## src/hdl/record_bubble_sort_by_key_assert.svh

```systemverilog
// ----------------------------------------------------------------------------
// Record sorter assertion macros
// Shared concurrent assertion forms for the record sorter.
// ----------------------------------------------------------------------------
`ifndef RECORD_BUBBLE_SORT_BY_KEY_ASSERT_SVH
`define RECORD_BUBBLE_SORT_BY_KEY_ASSERT_SVH

// Same-cycle implication, disabled during reset.
`define RBS_ASSERT_IMPL(label, clk, rst_n, ante, cons) \
  label: assert property (@(posedge clk) disable iff (!rst_n) (ante) |-> (cons)) \
    else $error("record sorter check failed");

// Next-cycle implication, disabled during reset.
`define RBS_ASSERT_NEXT(label, clk, rst_n, ante, cons) \
  label: assert property (@(posedge clk) disable iff (!rst_n) (ante) |=> (cons)) \
    else $error("record sorter check failed");

`endif

```

## src/hdl/rbs_pkg.sv

```systemverilog
// ----------------------------------------------------------------------------
// Record sorter package
// Record layout and sort key codes shared by the sorter modules.
// ----------------------------------------------------------------------------
`default_nettype none

package rbs_pkg;

  localparam int unsigned TAG_W     = 8;
  localparam int unsigned SNAME_H_W = 64;
  localparam int unsigned SNAME_L_W = 48;
  localparam int unsigned BOOK_W    = 31;
  localparam int unsigned MARK_W    = 4;
  localparam int unsigned NUM_MARKS = 5;
  localparam int unsigned KEY_W     = 3;

  // Sort key codes; anything else sorts by surname.
  localparam logic [KEY_W-1:0] KEY_SURNAME = 3'd0;
  localparam logic [KEY_W-1:0] KEY_MARK1   = 3'd1;
  localparam logic [KEY_W-1:0] KEY_MARK2   = 3'd2;
  localparam logic [KEY_W-1:0] KEY_MARK3   = 3'd3;
  localparam logic [KEY_W-1:0] KEY_MARK4   = 3'd4;
  localparam logic [KEY_W-1:0] KEY_MARK5   = 3'd5;

  // One stored record; mark one sits in the low nibble of marks.
  typedef struct packed {
    logic [TAG_W-1:0]              tag;
    logic [SNAME_H_W-1:0]          surname_high;
    logic [SNAME_L_W-1:0]          surname_low;
    logic [BOOK_W-1:0]             book_id;
    logic [NUM_MARKS*MARK_W-1:0]   marks;
  } record_t;

endpackage : rbs_pkg

`default_nettype wire

```

## src/hdl/rbs_key_compare.sv

```systemverilog
// ----------------------------------------------------------------------------
// Record sorter key compare
// Decides whether the left record of an adjacent pair must move right.
// ----------------------------------------------------------------------------
`default_nettype none

module rbs_key_compare
  import rbs_pkg::*;
(
  input  wire logic [KEY_W-1:0] key,
  input  wire record_t          rec_a,
  input  wire record_t          rec_b,
  output logic                  swap
);

  logic              name_gt;
  logic [MARK_W-1:0] mark_a;
  logic [MARK_W-1:0] mark_b;
  logic              by_mark;

  // 112-bit unsigned surname compare
  assign name_gt = {rec_a.surname_high, rec_a.surname_low} >
                   {rec_b.surname_high, rec_b.surname_low};

  always_comb begin
    by_mark = 1'b1;
    mark_a  = '0;
    mark_b  = '0;
    unique case (key)
      KEY_MARK1: begin
        mark_a = rec_a.marks[0*MARK_W +: MARK_W];
        mark_b = rec_b.marks[0*MARK_W +: MARK_W];
      end
      KEY_MARK2: begin
        mark_a = rec_a.marks[1*MARK_W +: MARK_W];
        mark_b = rec_b.marks[1*MARK_W +: MARK_W];
      end
      KEY_MARK3: begin
        mark_a = rec_a.marks[2*MARK_W +: MARK_W];
        mark_b = rec_b.marks[2*MARK_W +: MARK_W];
      end
      KEY_MARK4: begin
        mark_a = rec_a.marks[3*MARK_W +: MARK_W];
        mark_b = rec_b.marks[3*MARK_W +: MARK_W];
      end
      KEY_MARK5: begin
        mark_a = rec_a.marks[4*MARK_W +: MARK_W];
        mark_b = rec_b.marks[4*MARK_W +: MARK_W];
      end
      default: begin
        by_mark = 1'b0;
      end
    endcase
  end

  // Mark descending, surname ascending on equal marks; surname alone for other keys.
  assign swap = by_mark ? ((mark_a < mark_b) || ((mark_a == mark_b) && name_gt))
                        : name_gt;

endmodule : rbs_key_compare

`default_nettype wire

```

## config.mk

```make
export PLATFORM = sky130hd
export DESIGN_NAME = rbs_key_compare
export DESIGN_NICKNAME = d
export VERILOG_FILES = /design/src/hdl/record_bubble_sort_by_key_assert.svh /design/src/hdl/rbs_pkg.sv /design/src/hdl/rbs_key_compare.sv
export SDC_FILE = /design/constraint.sdc
export NUM_CORES = 1
export LEC_CHECK = 0
export BUFFER_PORTS_ARGS = -buffer_cell sky130_fd_sc_hd__buf_4
export CAP_MARGIN = 40
export CORE_AREA = 3 3 135 137
export DETAILED_ROUTE_END_ITERATION = 10
export DIE_AREA = 0 0 138 140
export GPL_ROUTABILITY_DRIVEN = 0
export PLACE_DENSITY_LB_ADDON = 0.08
export RECOVER_POWER = 25
export SLEW_MARGIN = 0
export SYNTH_ARGS = -nofsm -noshare
export SYNTH_HDL_FRONTEND = slang
export SYNTH_SLANG_ARGS = --single-unit
```

## constraint.sdc

```tcl
create_clock -name vclk -period 2.6
set_input_delay 0.13 -clock vclk [all_inputs]
set_output_delay 0.13 -clock vclk [all_outputs]
set_load 0.02 [all_outputs]
```

==> results of run 1 <==
==> layer usage <==
layer	track usage, %	share of wire [%]	vias up
met4	0.2080	0.22	0
li1	-	-	2150
met1	13.61	40	1698
met3	3.175	9.3	2
met5	0	0	-
met2	22.51	51	163
==> cells by family after synthesis <==
group / after synthesis
adder cells (fa/ha/maj): 116
AO/OA/AOI/OAI: 111
AND/OR/NAND/NOR: 88
buffers and inverters: 122
multiplexers: 16
==> tightest hold or removal path, cell delays in order <==
cell and delay [ns]:
buf_4 0.14, a21o_1 0.14, a41oi_1 0.07, o31ai_1 0.24, buf_4 0.15
==> power by group <==
part           leakage, nW  internal, mW  switching [mW]
Sequential               0             0               0
Combinational         3.30         0.474           0.317
Clock                    0             0               0
==> worst paths after layout <==
path | slack, ns | to
worst min-delay path | 1.00 | swap
worst max-delay path | 0.24 | swap
==> layout make-up <==
type	instances	area, um2	area share (%)
inverter	116	435.4	7.790
multi-input combinational	331	2841	50.84
tap	225	281.5	5.037
timing repair buffer	270	2031	36.33
==> what timing repair did <==
action | 4_1_cts | 5_1_grt
gates resized for setup | 0 | 2
hold endpoints to repair | 0 | 0
setup endpoints to repair | 0 | 1
==> placed cells by master, fill, tap and decap left out, drive strengths merged, types with 9 or more instances in the layout <==
cell type | Yosys | routed
buf | 1 | 270
inv | 116 | 116
ha | 116 | 116
a21oi | 42 | 42
nand4 | 26 | 26
nand2 | 20 | 20
nand3 | 16 | 16
o21ai | 14 | 14
a21o | 14 | 14
a22oi | 9 | 9
nor2 | 9 | 9
==> per-stage QoR <==
step | hold slack (ns) | cell area, um2 | worst slack [ns]
2_1_floorplan | 0.8075 | 3294 | 0.1489
3_3_place_gp | 1.016 | 5579 | 0.2119
3_5_place_dp | 1.008 | 5579 | 0.1807
4_1_cts | 1.006 | 5579 | 0.1709
5_1_grt | 1.054 | 5589 | 0.05530
6_report | 1.003 | 5589 | 0.2401
==> impl_metrics.env, run 1 <==
export IMPL_status="completed"
export IMPL_viasPerCell=4.260
export IMPL_cts_setup_buffers=0
export IMPL_rows=48
export IMPL_initialDrtViolationCount=37
export IMPL_crit_chain="buf_4 > ha_1 > nand4_2 > nor4_2 > nand3_1 > a2111oi_2 > nor3_1 > o31ai_1 > buf_4"
export IMPL_vdd_drop_max_v=0.00005037
export IMPL_total_power_uw=791.1
export IMPL_layout_drive_gt1_share_pct=40.03
export IMPL_fmax_ghz=0.4237
export IMPL_fp_dieW_um=138
export IMPL_dp_hpwl_um=11760
export IMPL_yosysTopAreaCell="ha_1"
export IMPL_crit_start="rec_a[97]"
export IMPL_hold_path_depth=5
export IMPL_regArea_um2=0
export IMPL_p_per_area_nw_per_um2=141.5
export IMPL_cp_max_fo=3
export IMPL_yosys_area_share_simple_pct=15.08
export IMPL_synthAdderAreaFrac_pct=44.06
export IMPL_seq_cells=0
export IMPL_finalMaxSlewViolations=0
export IMPL_crit_slowest_cell="nor4_2"
export IMPL_dieArea_um2=19320
export IMPL_grt_max_degree=19
export IMPL_syn_inst=453
export IMPL_max_stage_delay_ns=0.42
export IMPL_critPathArrivalTime_ns=2.23
export IMPL_critPathCaptureType="output pin"
export IMPL_synth_mux_area_share_pct=5.165
export IMPL_synthTopCellsByCount="116 x ha_1, 116 x inv_1, 42 x a21oi_1"
export IMPL_area_growth_pct=69.65
export IMPL_drc=0
export IMPL_crit_type="input pin to output pin"
export IMPL_wl_um=12160
export IMPL_nets=1180
export IMPL_dieHeight_um=140
export IMPL_hold_viol=0
export IMPL_hold_path_class="input pin to output pin"
export IMPL_synth_top_family_by_area="adder cells"
export IMPL_synth_top_area_share_pct=44.06
export IMPL_dp_cells=942
export IMPL_io_pins=346
export IMPL_crit_path_start_kind="input pin"
export IMPL_drtPass1Iterations=4
export IMPL_diodes=0
export IMPL_p_leak_nw=3.300
export IMPL_worst_slew_pin_slew_ns=0.4288
export IMPL_synth_compound_area_share_pct=21.76
export IMPL_hold_start="key[2]"
export IMPL_seq_area_frac_synth_pct=0
export IMPL_fin_crit_sh_pct=90.77
export IMPL_postCtsHoldBufs=0
export IMPL_wl_per_cell_um=12.91
export IMPL_syn_area_per_cell_um2=7.272
export IMPL_fin_setup_tns_ns=0
export IMPL_ys_types=36
export IMPL_cpMostUsedCell="buf_4"
export IMPL_grtUsageTotal_pct=11.67
export IMPL_grt_setup_unrepaired="no"
export IMPL_fill_cells=1909
export IMPL_drv_cap=0
export IMPL_port_buffers=268
export IMPL_synthesis_area_um2=3294
export IMPL_crit_required_ns=2.47
export IMPL_grt_pass1_wl_um=19290
export IMPL_start_util_pct=19.18
export IMPL_cp_depth=9
export IMPL_synth_top_cells_by_area="ha_1 44%, inv_1 13%, a21oi_1 6.4%"
export IMPL_layout_cells_non_filler=942
export IMPL_setup_violations=0
export IMPL_fin_crit_ns=2.360
export IMPL_cp_num_buf_inv=2
export IMPL_critPathTopFamily="simple AND/OR/NAND/NOR gates"
export IMPL_grt_overflow=0
export IMPL_maxSlewHeadroom_pct=71.15
export IMPL_synth_xor_area_share_pct=0
export IMPL_vias=4013
export IMPL_synth_nets=914
export IMPL_ant_nets=0
export IMPL_nClkBuffers=0
export IMPL_fin_util_pct=32.54
export IMPL_grt_pass1_vias=4061
export IMPL_coreArea_um2=17180
export IMPL_antenna_found_initial=0
export IMPL_ys_warn_count=0
(Power assumes the default switching activity.)
==> run 2: changes to the inputs <==
--- a/config.mk
+++ b/config.mk
@@ -5,11 +5,11 @@
 export SDC_FILE = /design/constraint.sdc
 export NUM_CORES = 1
 export LEC_CHECK = 0
-export BUFFER_PORTS_ARGS = -buffer_cell sky130_fd_sc_hd__buf_4
+export BUFFER_PORTS_ARGS = -buffer_cell sky130_fd_sc_hd__buf_2
 export CAP_MARGIN = 40
-export CORE_AREA = 3 3 135 137
+export CORE_AREA = 2 2 134 136
 export DETAILED_ROUTE_END_ITERATION = 10
-export DIE_AREA = 0 0 138 140
+export DIE_AREA = 0 0 136 138
 export GPL_ROUTABILITY_DRIVEN = 0
 export PLACE_DENSITY_LB_ADDON = 0.08
 export RECOVER_POWER = 25
==> run 2 against run 1 <==
Fmax decreased by 1.1%. Die area down 2.9%. Sequential cell count stayed put. Via count is 0.52% higher. Power is 14% lower. Non-clock buffer count rose by 3. Final cell count rose by 0.96%. Critical path depth grew 1. Core utilization down 4.2 points. Critical path type unchanged. Sequential share of layout area did not move. Clock-buffer cell count did not move. Highest routed layer unchanged.
==> impl_metrics.env, run 2 (synthesis results as in run 1) <==
export IMPL_hold_path_depth=7
export IMPL_seq_cells=0
export IMPL_setup_violations=0
export IMPL_drv_cap=0
export IMPL_crit_type="input pin to output pin"
export IMPL_grt_pass1_vias=4119
export IMPL_grtUsageTotal_pct=11.11
export IMPL_p_per_area_nw_per_um2=136.5
export IMPL_layout_common_cells="268 x buf_2, 116 x inv_1, 116 x ha_1"
export IMPL_rows=49
export IMPL_initialDrtViolationCount=35
export IMPL_switching_power_uw=315.5
export IMPL_io_pins=346
export IMPL_antenna_found_initial=2
export IMPL_grt_setup_unrepaired="no"
export IMPL_drc=0
export IMPL_finalMaxSlewViolations=0
export IMPL_p_clk_share_pct=0
export IMPL_hold_start="key[2]"
export IMPL_worst_slew_pin_slew_ns=0.4077
export IMPL_nets=1183
export IMPL_hold_slack_ns=1.110
export IMPL_fin_crit_ns=2.385
export IMPL_p_sw_share_pct=46.55
export IMPL_drtPass1Iterations=4
export IMPL_cts_repair_resized=0
export IMPL_nClkBuffers=0
export IMPL_ant_nets=0
export IMPL_postCtsHoldBufs=0
export IMPL_seqPwrFrac_pct=0
export IMPL_whs_endpoint="swap"
export IMPL_dieArea_um2=18770
export IMPL_wl_per_cell_um=11.86
export IMPL_fin_crit_sh_pct=91.74
export IMPL_area_growth_pct=50.70
export IMPL_vias=4034
export IMPL_fp_dieW_um=136
export IMPL_dp_hpwl_um=10960
export IMPL_p_int_uw=362.3
export IMPL_fin_setup_tns_ns=0
export IMPL_layout_drive_gt1_share_pct=40.83
export IMPL_maxSlewHeadroom_pct=72.60
export IMPL_hold_viol=0
export IMPL_grt_overflow=0
export IMPL_coreArea_um2=17530
export IMPL_cp_max_fo=11
export IMPL_regArea_um2=0
export IMPL_status="completed"
export IMPL_cts_setup_buffers=0
export IMPL_port_buffers=268
export IMPL_grt_pass1_wl_um=17760
export IMPL_crit_required_ns=2.47
export IMPL_start_util_pct=18.79
export IMPL_grt_max_degree=13
export IMPL_final_common_cell="buf_2"
export IMPL_viasPerCell=4.242
export IMPL_wl_um=11280
export IMPL_vdd_drop_max_v=0.00004249
export IMPL_dieHeight_um=138
export IMPL_critPathCaptureType="output pin"
export IMPL_fmax_ghz=0.4192
export IMPL_power_frac_comb_pct=100.0
export IMPL_crit_path_start_kind="input pin"
export IMPL_hold_path_class="input pin to output pin"
export IMPL_p_leak_nw=3.081
export IMPL_fill_cells=1988
export IMPL_critPathArrivalTime_ns=2.26
-- run 2: changes by cell type in the layout (fill, tap and decap cells not counted), moves of 2 or more --
cell / delta
diode_2: +2
nand3_1: -2
buf_4: -264
nand3_2: +2
buf_2: +268
-- run 2: layout make-up --
type | instances | area, um2 | share of cell area, %
Tap cell | 229 | 286.5 | 5.771
Multi-Input combinational cell | 331 | 2859 | 57.59
Inverter | 116 | 435.4 | 8.770
Antenna cell | 2 | 5.005 | 0.1008
Timing Repair Buffer | 273 | 1379 | 27.77
-- run 2: how the worst max path moves through the flow --
stage	from	end	slack (ns)	cells after the start
after detailed placement	key[0]	swap	0.12	10
after global routing	rec_b[97]	swap	0.03	10
after global placement	key[0]	swap	0.15	10
final	key[0]	swap	0.21	10
after CTS	key[0]	swap	0.11	10
after floorplan	key[0]	swap	0.15	12
-- run 2: power groups by stage --
stage	Sequential (mW)	Clock [mW]	Combinational (mW)
after floorplan	0	0	0.383
after global placement	0	0	0.683
after detailed placement	0	0	0.692
after CTS	0	0	0.696
after global routing	0	0.000000103	0.792
final	0	0.000000103	0.678
-- run 2: routing by layer --
layer	GRT usage [%]	routed length, um	up-vias
met5	0	0	-
met4	1.151	102	0
met3	1.613	1033	6
met2	21.05	5455	158
met1	13.49	4691	1713
li1	-	-	2157
-- run 2: worst max-delay path: stages --
cell and delay, ns:
buf_2 0.21, nor2b_2 0.25, buf_4 0.16, a22oi_1 0.10, o22a_1 0.20, ha_1 0.29, a41oi_1 0.16, o41a_1 0.45
o31ai_1 0.08, buf_2 0.22
-- run 2: stage by stage --
step                      setup WS, ns  area (um2)  total power [mW]  cells  util, %
after floorplan                 0.1489        3294            0.3827    453        -
after global placement          0.1514        4936            0.6831    949    28.15
after detailed placement        0.1244        4936            0.6917    949    28.15
after CTS                       0.1128        4936            0.6962    949    28.15
after global routing           0.02563        4965            0.7925    951    28.31
final                           0.2147        4965            0.6778    951    28.31
